## config.mk

```make
export PLATFORM = sky130hd
export DESIGN_NAME = gzip_container_parser_core
export DESIGN_NICKNAME = d
export VERILOG_FILES = /design/src/hw/rtl/gzp_pkg.sv /design/src/hw/rtl/gzp_step.sv /design/src/hw/rtl/gzip_container_parser_core.sv
export SDC_FILE = /design/constraint.sdc
export NUM_CORES = 1
export LEC_CHECK = 0
export BUFFER_PORTS_ARGS = -buffer_cell sky130_fd_sc_hd__buf_2
export CORE_MARGIN = 3
export CORE_UTILIZATION = 50
export CTS_CLUSTER_SIZE = 8
export DETAILED_ROUTE_END_ITERATION = 6
export PLACE_DENSITY_LB_ADDON = 0.15
export SLEW_MARGIN = 40
export SYNTH_ARGS = -nofsm -noshare
export SYNTH_HDL_FRONTEND = slang
export SYNTH_SLANG_ARGS = --single-unit
```

## constraint.sdc

```tcl
create_clock -name clk -period 4.5 [get_ports clk]
set_input_delay 0.9 -clock clk [delete_from_list [all_inputs] [get_ports clk]]
set_output_delay 0.9 -clock clk [all_outputs]
set_load 0.02 [all_outputs]
```

## src/hw/rtl/gzp_pkg.sv

```systemverilog
`default_nettype none

package gzp_pkg;

  typedef enum logic [3:0] {
    PH_MAGIC0  = 4'd0,
    PH_MAGIC1  = 4'd1,
    PH_METHOD  = 4'd2,
    PH_FLAGS   = 4'd3,
    PH_XLEN0   = 4'd4,
    PH_XLEN1   = 4'd5,
    PH_NAME    = 4'd6,
    PH_COMMENT = 4'd7,
    PH_PAYLOAD = 4'd8,
    PH_TRAIL0  = 4'd9,
    PH_TRAIL1  = 4'd10,
    PH_TRAIL2  = 4'd11,
    PH_TRAIL3  = 4'd12,
    PH_PASS    = 4'd13,
    PH_FAILED  = 4'd14
  } phase_t;

  typedef enum logic [1:0] {
    CMD_SOURCE  = 2'd0,
    CMD_INFLATE = 2'd1,
    CMD_END     = 2'd2,
    CMD_ERROR   = 2'd3
  } cmd_t;

  typedef enum logic [1:0] {
    KIND_DATA    = 2'd0,
    KIND_PAYLOAD = 2'd1,
    KIND_ERROR   = 2'd2
  } kind_t;

  typedef enum logic [1:0] {
    ERR_NONE    = 2'd0,
    ERR_FLAGS   = 2'd1,
    ERR_CRC     = 2'd2,
    ERR_INFLATE = 2'd3
  } err_t;

  localparam logic [7:0]  MAGIC0_BYTE   = 8'h1f;
  localparam logic [7:0]  MAGIC1_BYTE   = 8'h8b;
  localparam logic [7:0]  METHOD_BYTE   = 8'h08;
  localparam int          FL_HCRC_BIT   = 1;
  localparam int          FL_EXTRA_BIT  = 2;
  localparam int          FL_NAME_BIT   = 3;
  localparam int          FL_COMMENT_BIT = 4;
  localparam logic [7:0]  FL_RESERVED   = 8'he0;
  localparam logic [31:0] CRC_POLY      = 32'hedb88320;
  localparam int          MAX_RESULTS   = 3;
  localparam int          CNT_W         = $clog2(MAX_RESULTS + 1);

  typedef struct packed {
    phase_t      phase;
    logic [7:0]  flags;
    logic [16:0] skip;
    logic [7:0]  xlen_low;
    logic [31:0] crc;
  } state_t;

  typedef struct packed {
    kind_t      kind;
    logic [7:0] data;
    err_t       code;
  } result_t;

  function automatic logic [31:0] crc_byte(input logic [31:0] crc, input logic [7:0] b);
    logic [31:0] c;
    c = ~crc ^ {24'd0, b};
    for (int i = 0; i < 8; i++) begin
      c = c[0] ? ((c >> 1) ^ CRC_POLY) : (c >> 1);
    end
    return ~c;
  endfunction

endpackage

`default_nettype wire

```

## src/hw/rtl/gzp_step.sv

```systemverilog
`default_nettype none

module gzp_step
  import gzp_pkg::*;
(
  input  state_t                   st,
  input  cmd_t                     cmd,
  input  logic [7:0]               b,
  output state_t                   st_next,
  output logic [CNT_W-1:0]         res_cnt,
  output result_t [MAX_RESULTS-1:0] res
);

  phase_t     ph;
  logic       hcrc_skip;
  logic [1:0] idx;
  logic [7:0] want;

  always_comb begin
    st_next   = st;
    res_cnt   = '0;
    res       = '0;
    ph        = st.phase;
    hcrc_skip = 1'b0;
    idx       = 2'(st.phase - PH_TRAIL0);
    want      = st.crc[{idx, 3'b000} +: 8];

    if (st.phase == PH_FAILED) begin
      // sticky error: nothing moves
    end else if (cmd != CMD_SOURCE) begin
      if (st.phase == PH_PAYLOAD) begin
        case (cmd)
          CMD_INFLATE: begin
            st_next.crc = crc_byte(st.crc, b);
            res[0]      = '{kind: KIND_DATA, data: b, code: ERR_NONE};
            res_cnt     = CNT_W'(1);
          end
          CMD_END: begin
            st_next.phase = PH_TRAIL0;
          end
          CMD_ERROR: begin
            st_next.phase = PH_FAILED;
            res[0]        = '{kind: KIND_ERROR, data: 8'd0, code: ERR_INFLATE};
            res_cnt       = CNT_W'(1);
          end
          default: ;
        endcase
      end
    end else if (st.skip != '0) begin
      st_next.skip = st.skip - 17'd1;
    end else begin
      // step past optional fields that are not flagged
      if (ph == PH_XLEN0 && !st.flags[FL_EXTRA_BIT]) ph = PH_NAME;
      if (ph == PH_NAME && !st.flags[FL_NAME_BIT]) ph = PH_COMMENT;
      if (ph == PH_COMMENT && !st.flags[FL_COMMENT_BIT]) begin
        ph        = PH_PAYLOAD;
        hcrc_skip = st.flags[FL_HCRC_BIT];
      end
      st_next.phase = ph;

      if (hcrc_skip) begin
        // this beat is the first header crc byte
        st_next.skip = 17'd1;
      end else begin
        case (ph)
          PH_MAGIC0: begin
            st_next.crc = '0;
            if (b == MAGIC0_BYTE) begin
              st_next.phase = PH_MAGIC1;
            end else begin
              st_next.phase = PH_PASS;
              res[0]        = '{kind: KIND_DATA, data: b, code: ERR_NONE};
              res_cnt       = CNT_W'(1);
            end
          end
          PH_MAGIC1: begin
            if (b == MAGIC1_BYTE) begin
              st_next.phase = PH_METHOD;
            end else begin
              st_next.phase = PH_PASS;
              res[0]        = '{kind: KIND_DATA, data: MAGIC0_BYTE, code: ERR_NONE};
              res[1]        = '{kind: KIND_DATA, data: b, code: ERR_NONE};
              res_cnt       = CNT_W'(2);
            end
          end
          PH_METHOD: begin
            if (b == METHOD_BYTE) begin
              st_next.phase = PH_FLAGS;
            end else begin
              st_next.phase = PH_PASS;
              res[0]        = '{kind: KIND_DATA, data: MAGIC0_BYTE, code: ERR_NONE};
              res[1]        = '{kind: KIND_DATA, data: MAGIC1_BYTE, code: ERR_NONE};
              res[2]        = '{kind: KIND_DATA, data: b, code: ERR_NONE};
              res_cnt       = CNT_W'(3);
            end
          end
          PH_FLAGS: begin
            st_next.flags = b;
            if ((b & FL_RESERVED) != 8'd0) begin
              st_next.phase = PH_FAILED;
              res[0]        = '{kind: KIND_ERROR, data: 8'd0, code: ERR_FLAGS};
              res_cnt       = CNT_W'(1);
            end else begin
              // mtime, xfl and os
              st_next.phase = PH_XLEN0;
              st_next.skip  = 17'd6;
            end
          end
          PH_XLEN0: begin
            st_next.xlen_low = b;
            st_next.phase    = PH_XLEN1;
          end
          PH_XLEN1: begin
            st_next.skip  = {1'b0, b, st.xlen_low};
            st_next.phase = PH_NAME;
          end
          PH_NAME: begin
            if (b == 8'd0) st_next.phase = PH_COMMENT;
          end
          PH_COMMENT: begin
            if (b == 8'd0) begin
              st_next.phase = PH_PAYLOAD;
              if (st.flags[FL_HCRC_BIT]) st_next.skip = 17'd2;
            end
          end
          PH_PAYLOAD: begin
            res[0]  = '{kind: KIND_PAYLOAD, data: b, code: ERR_NONE};
            res_cnt = CNT_W'(1);
          end
          PH_PASS: begin
            res[0]  = '{kind: KIND_DATA, data: b, code: ERR_NONE};
            res_cnt = CNT_W'(1);
          end
          PH_TRAIL0, PH_TRAIL1, PH_TRAIL2, PH_TRAIL3: begin
            if (b != want) begin
              st_next.phase = PH_FAILED;
              res[0]        = '{kind: KIND_ERROR, data: 8'd0, code: ERR_CRC};
              res_cnt       = CNT_W'(1);
            end else if (ph == PH_TRAIL3) begin
              // isize is dropped, then a new member may start
              st_next.skip  = 17'd4;
              st_next.crc   = '0;
              st_next.phase = PH_MAGIC0;
            end else begin
              st_next.phase = phase_t'(ph + 4'd1);
            end
          end
          default: ;
        endcase
      end
    end
  end

endmodule

`default_nettype wire

```

## src/hw/rtl/gzip_container_parser_core.sv

```systemverilog
// the first result of a beat is offered in the cycle after the beat is taken
// throughput: one input beat per cycle while each beat gives at most one result and the
// output does not stall; a beat that gives k results (k up to 3) holds off input until
// its last result drains from the three-entry result buffer, one result per cycle unless stalled
// reset: synchronous, clears the parser state to expect the first magic byte,
// zeroes the flags, skip counter and crc, and empties the result buffer
`default_nettype none

module gzip_container_parser_core
  import gzp_pkg::*;
(
  input  wire logic       clk,
  input  wire logic       rst,
  input  wire logic       in_valid,
  output logic            in_stall,
  input  wire logic [1:0] command,
  input  wire logic [7:0] data_byte,
  output logic            out_valid,
  input  wire logic       out_stall,
  output logic [1:0]      out_kind,
  output logic [7:0]      out_byte,
  output logic [1:0]      error_code,
  output logic            last
);

  state_t                    st;
  state_t                    st_next;
  logic [CNT_W-1:0]          step_cnt;
  result_t [MAX_RESULTS-1:0] step_res;
  result_t [MAX_RESULTS-1:0] slots;
  logic [CNT_W-1:0]          cnt;
  logic                      push;
  logic                      pop;

  gzp_step u_step (
    .st      (st),
    .cmd     (cmd_t'(command)),
    .b       (data_byte),
    .st_next (st_next),
    .res_cnt (step_cnt),
    .res     (step_res)
  );

  // a new beat may enter once the buffer is empty or drains its last entry now
  assign in_stall = (cnt > CNT_W'(1)) || (cnt == CNT_W'(1) && out_stall);
  assign push     = in_valid && !in_stall;
  assign pop      = out_valid && !out_stall;

  always_ff @(posedge clk) begin
    if (rst) begin
      st.phase    <= PH_MAGIC0;
      st.flags    <= '0;
      st.skip     <= '0;
      st.xlen_low <= '0;
      st.crc      <= '0;
      cnt         <= '0;
    end else if (push) begin
      st  <= st_next;
      cnt <= step_cnt;
    end else if (pop) begin
      cnt <= cnt - CNT_W'(1);
    end
  end

  always_ff @(posedge clk) begin
    if (push) begin
      slots <= step_res;
    end else if (pop) begin
      for (int i = 0; i < MAX_RESULTS - 1; i++) begin
        slots[i] <= slots[i+1];
      end
    end
  end

  assign out_valid  = (cnt != '0);
  assign out_kind   = slots[0].kind;
  assign out_byte   = slots[0].data;
  assign error_code = slots[0].code;
  assign last       = (cnt == CNT_W'(1));

endmodule

`default_nettype wire

```

== Yosys cells after proc, flatten, opt, wreduce, memory -nomap -nowiden ==
Index checks and enable logic that the tools add are counted.

* Input bits: 14
* Word-level logic and storage cells: 191
* Output and inout bits: 15
* Register bits after elaboration: 107

* Magnitude comparators: 1
* Shift operators: 1
* Reductions and logical operators: 31
* Bitwise gates (word level): 16
* Multiplexer cells: 85
* Equal/unequal tests: 38
* Add/subtract/negate cells: 4

{| class="wikitable"
|+ Operators with widths
! kind !! number
|-
| $mux W32 || 15
|-
| $mux W24 || 5
|-
| $mux W17 || 7
|-
| $not A13 Y14 || 8
|-
| $mux W4 || 22
|-
| $mux W12 || 7
|-
| $pmux W12 S7 || 1
|-
| $pmux W17 S4 || 1
|-
| $not A32 Y32 || 2
|-
| $pmux W32 S2 || 1
|-
| $pmux W12 S2 || 2
|-
| $pmux W4 S9 || 1
|-
| $mux W34 || 1
|-
| $eq A4 B4 Y1 const B || 8
|-
| $shiftx A32 B6 Y8 || 1
|-
| $xor A32 B8 Y32 || 1
|-
| $eq A4 B3 Y1 const B || 7
|-
| $mux W22 || 1
|-
| $mux W2 || 9
|-
| $reduce_and A9 Y1 || 2
|-
| $reduce_bool A17 Y1 || 1
|-
| $sub A17 B1 Y17 const B || 1
|-
| $ne A4 B2 Y1 const B || 3
|-
| $pmux W2 S6 || 1
|-
| other kinds (37) || 68
|}

== Logic depth before layout (Yosys ltp) ==
* Depth after elaboration: 26
* Depth in mapped cells: 20

== Hierarchy ==
Synthesis repeated with hierarchy kept, for this count alone.

* Cell total of the unflattened synthesis: 908
* Area total of the unflattened synthesis: 7777.5 sq um

{| class="wikitable"
|+ By module, submodules not included
! module !! seq. area each (sq um) !! instances !! cells an instance !! area an instance (sq um)
|-
| gzip_container_parser_core || 2502.4 || 1 || 409 || 4191.5
|-
| gzp_step || 0.0 || 1 || 499 || 3585.9
|}

== Worst setup path after synthesis ==
OpenSTA, ideal clock, no wires.

* Path type: register to register
* From: reg st[65] (netlist name)
* To: reg st[3] (netlist name)
* Clock period less this slack: 4000 ps
* Path slack: 500 ps
* Setup time: 70 ps
* Path buffers: 4
* Arrival: 3929 ps
* Stages on the path, launching flop included: 19
* Path through: dfxtp_1 > buf_2 > inv_1 > ha_1 > nand2b_1 > a21boi_0 > o32ai_1 > inv_1 > ha_1 > clkbuf_1 > or3_1 > a21oi_1 > and2_1 > clkbuf_1 > o211a_1 > o21ai_4 > buf_6 > or3_1 > a21oi_1

* Word-level cells in the longest chain between the ends: 24
* Elaborated cells between the ends (all ways): 44
* Those cells by class: add/sub (1); eq/ne (14); shift (1); mux (20); bitwise (1); reduce/logical (7)

{| class="wikitable"
|+ RTL lines
! item !! RTL line !! source
|-
| $eq A4 B3 Y1 || gzp_step.sv:53 || <nowiki>if (ph == PH_XLEN0 && !st.flags[FL_EXTRA_BIT]) ph = PH_NAME;</nowiki>
|-
| $logic_and A1 B1 Y1 || gzp_step.sv:53 ||
|-
| $mux W4 || gzp_step.sv:53 ||
|-
| $mux W4 || gzp_step.sv:49 || <nowiki>end else if (st.skip != '0) begin</nowiki>
|-
| $mux W4 || gzp_step.sv:30 || <nowiki>end else if (cmd != CMD_SOURCE) begin</nowiki>
|-
| $mux W4 || gzp_step.sv:28 || <nowiki>if (st.phase == PH_FAILED) begin</nowiki>
|-
| $eq A4 B3 Y1 || gzp_step.sv:54 || <nowiki>if (ph == PH_NAME && !st.flags[FL_NAME_BIT]) ph = PH_COMMENT;</nowiki>
|-
| $logic_and A1 B1 Y1 || gzp_step.sv:54 ||
|-
| [... 8 more ...] || - ||
|-
| $mux W4 || gzp_step.sv:30 ||
|-
| $mux W4 || gzp_step.sv:28 ||
|-
| $eq A4 B4 Y1, on equally long branches || gzp_step.sv:65, gzp_step.sv:139 ||
|-
| $reduce_or A4 Y1 || gzp_step.sv:65 || <nowiki>case (ph)</nowiki>
|-
| $pmux W32 S2 || gzp_step.sv:65 ||
|-
| $mux W32 || gzp_step.sv:61 || <nowiki>if (hcrc_skip) begin</nowiki>
|-
| $mux W32 || gzp_step.sv:49 ||
|-
| $mux W32 || gzp_step.sv:30 ||
|}

Several ways; a longest one is shown, not always the timed one. The select of a mux whose other input is x is not followed.
A chain may end at the register's enable or synchronous reset.

== Final worst setup path ==
* From: reg st[65] (netlist name)
* To: reg st[29] (netlist name)

* Word-level cells in the longest chain between the ends: 24
* Elaborated cells between the ends (all ways): 44
* Those cells by class: add/sub (1); eq/ne (14); shift (1); mux (20); bitwise (1); reduce/logical (7)

{| class="wikitable"
|+ RTL lines
! item !! RTL line
|-
| $eq A4 B3 Y1 || gzp_step.sv:53
|-
| $logic_and A1 B1 Y1 || gzp_step.sv:53
|-
| $mux W4 || gzp_step.sv:53
|-
| $mux W4 || gzp_step.sv:49
|-
| $mux W4 || gzp_step.sv:30
|-
| $mux W4 || gzp_step.sv:28
|-
| $eq A4 B3 Y1 || gzp_step.sv:54
|-
| $logic_and A1 B1 Y1 || gzp_step.sv:54
|-
| [... 8 more ...] || -
|-
| $mux W4 || gzp_step.sv:30
|-
| $mux W4 || gzp_step.sv:28
|-
| $eq A4 B4 Y1, on equally long branches || gzp_step.sv:65, gzp_step.sv:139
|-
| $reduce_or A4 Y1 || gzp_step.sv:65
|-
| $pmux W32 S2 || gzp_step.sv:65
|-
| $mux W32 || gzp_step.sv:61
|-
| $mux W32 || gzp_step.sv:49
|-
| $mux W32 || gzp_step.sv:30
|}

Several ways; a longest one is shown, not always the timed one. The select of a mux whose other input is x is not followed.

==> results_dict.tcl <==
set metrics [dict create \
    status "finished clean" \
    path_clk_slew_ps 70 \
    tns_ps 0 \
    wl_per_cell_um 19.58 \
    cts-htree-levels 3 \
    yosysSeqAreaShare_pct 35.66 \
    avgViaCountPerCell 6.158 \
    synthTopCellsByCount "dfxtp_1, nand2_1, a21oi_1" \
    io_buffers 28 \
    place_congestion 0.9487 \
    hpwl_mm 11.60 \
    grtUsageMet1_pct 34.21 \
    post_cts_buffers 0 \
    ant_nets 0 \
    ys_ff_latch 95 \
    synth_top_area_cell "dfxtp_1" \
    start_util_pct 52.25 \
    gr-usage-met3_pct 4.404 \
    min_period_ps 4111 \
    drt_iter0_markers 453 \
    synth_area_um2 6120 \
    hold_viol 0 \
    finClkSkew_ps 8.445 \
    nNetsFinal 719 \
    area_growth_pct 8.281 \
    core_region_area_um2 11710 \
    synth_flop_cell "dfxtp_1" \
    cts_hold_buf 0 \
    yosysWarnings 0 \
    clk_latency_ps 360 \
    totalWireLength_mm 16.53 \
    p_leak_nw 2.422 \
    cts_buffer_depth 2 \
    synth_area_per_cell_um2 8.818 \
    finalCritPeriodShare_pct 91.36 \
    reg2reg_slack_ps 390 \
    drv_cap 0 \
    synth.area.top_cells "dfxtp_1, edfxtp_1, xnor2_1" \
    synth_nets 717 \
    cts-root-buf "clkbuf_16" \
    clock-sinks 95 \
    synth_edf_count 28 \
    ioPinCount 29 \
    grt_max_degree 65 \
    drive_gt1_share_pct 12.70 \
    num-fill-cells 1062 \
    yosys.cell_types.count 71 \
    required_ps 4780 \
    fp.dieW_um 116.6 \
    die_h_um 116.6 \
    stdcell_area_um2 6626 \
    ir_drop_v 0.0003577 \
    cts_made_buffers 9 \
    end_kind "flop" \
    relSlewSlack_pct 47.16 \
    track_usage_pct 25.46 \
    cts_tree "built" \
    drt_pass1_iterations 4 \
    antenna_found_initial 0 \
    startpoint_type "flop" \
    gr-total-overflow 0 \
    grt_pass1_vias 5080 \
    grtUsageMet2_pct 41.69 \
    cp_max_fo 64 \
    tightest_slew_ps 792.6 \
    grt_pass1_wl_mm 26.77 \
    report.final.slew_viol_count 0 \
    cts-resized-gates 0 \
    vias 5197 \
    place_area_um2 6306 \
    async_flop_share_pct 0 \
    path_class "reg2reg" \
    rows 39 \
    die-area_um2 13600 \
    whs_ps 475.4 \
    setup_viol 0 \
    yosysTopAreaCellShare_pct 21.92 \
    fmax_mhz 243.2 \
    rsz0062_at_grt "false" \
    crit_arrival_ps 4390 \
    diodes 0 \
    grt_most_used_layer "met2" \
    hold_path.class "reg2reg" \
    power_density_nw_per_um2 527.4 \
    netlist_instances 694 \
    drc_errors 0 \
]
## power by group
| group | switching [W] | total [W] | internal, W |
|---|---|---|---|
| logic | 0.000959 | 0.00155 | 0.000592 |
| registers | 0.0000662 | 0.00110 | 0.00103 |
| clock network | 0.000357 | 0.000845 | 0.000488 |
| total | 0.00138 | 0.00349 | 0.00211 |
## flip-flops by register name (all words and copies together), names as in the netlist
signal      cells
out_byte        8
error_code      2
slots          16
st             65
out_kind        2
cnt             2
## area by class of cell
type                            instances  area (um2)  area share [%]
Multi-Input combinational cell        522        3571           53.89
Clock buffer                            9       225.2           3.399
Clock inverter                          7       95.09           1.435
Timing Repair Buffer                   47       295.3           4.456
Inverter                               21       78.83           1.190
Sequential cell                        95        2182           32.93
Tap cell                              143       178.9           2.700
## cell usage in the layout, fill, tap and decap left out, types with 6 or more instances in the layout
cell / count
nand2_1: 67
dfxtp_1: 67
a21oi_1: 66
xnor2_1: 63
nor2_1: 54
or3_1: 39
edfxtp_1: 28
buf_2: 28
o21ai_0: 23
inv_1: 21
xor2_1: 19
buf_4: 18
mux2i_1: 12
and2_1: 11
nor3_1: 10
a211oi_1: 9
o211ai_1: 9
ha_1: 9
clkbuf_16: 9
mux4_2: 8
nand3_1: 7
nor4_1: 7
and3_1: 7
a22o_1: 6
o31ai_1: 6
## worst max-delay path: stages, from the launching register on
cell and delay (ps):
dfxtp_1 310, inv_1 150, ha_1 240, nand2b_1 110, a211oi_1 400, nor2_1 100, a21oi_1 320, inv_1 110
ha_1 230, or3_1 410, a21oi_1 230, and2_1 360, o211a_1 250, o21ai_4 60, buf_12 180, or3_1 380
a21oi_1 150
## final timing paths
| path | start | end | cells past startpoint |
|---|---|---|---|
| worst max-delay path | st[65]$_SDFFE_PP0P_ | st[29]$_SDFFE_PP0P_ | 16 |
| worst min-delay path | st[49]$_SDFFE_PP0P_ | st[49]$_SDFFE_PP0P_ | 2 |
| worst max register to register | st[65]$_SDFFE_PP0P_ | st[29]$_SDFFE_PP0P_ | 16 |
| worst min register to register | st[49]$_SDFFE_PP0P_ | st[49]$_SDFFE_PP0P_ | 2 |
## per-stage QoR
step                total power (W)  util [%]  instances  setup WS (ps)
floorplan                  0.002327         -        694          500.1
global route               0.003715     56.58        844          65.08
CTS                        0.003496     56.58        844          422.3
finish                     0.003495     56.58        844          388.7
global placement           0.002633     53.78        828          555.2
detailed placement         0.002646     53.85        828          451.9
## per-layer routing
layer	vias to the layer above	wire, um
met3	33	796
met1	2552	7469
li1	2471	-
met2	141	7922
met5	-	0
met4	0	336
## cell families (layout without fill, tap and decap cells)
family | after synthesis | count (layout) | share of synthesized area [%]
AO/OA/AOI/OAI | 177 | 177 | 19.49
XOR/XNOR | 86 | 86 | 12.80
adder cells (fa/ha/maj) | 9 | 9 | 1.840
buffers and inverters | 77 | 84 | 6.175
flip-flops | 95 | 95 | 35.66
multiplexers | 21 | 21 | 5.091
AND/OR/NAND/NOR | 229 | 229 | 18.95
Note: power is estimated with default switching activity, not from simulation.
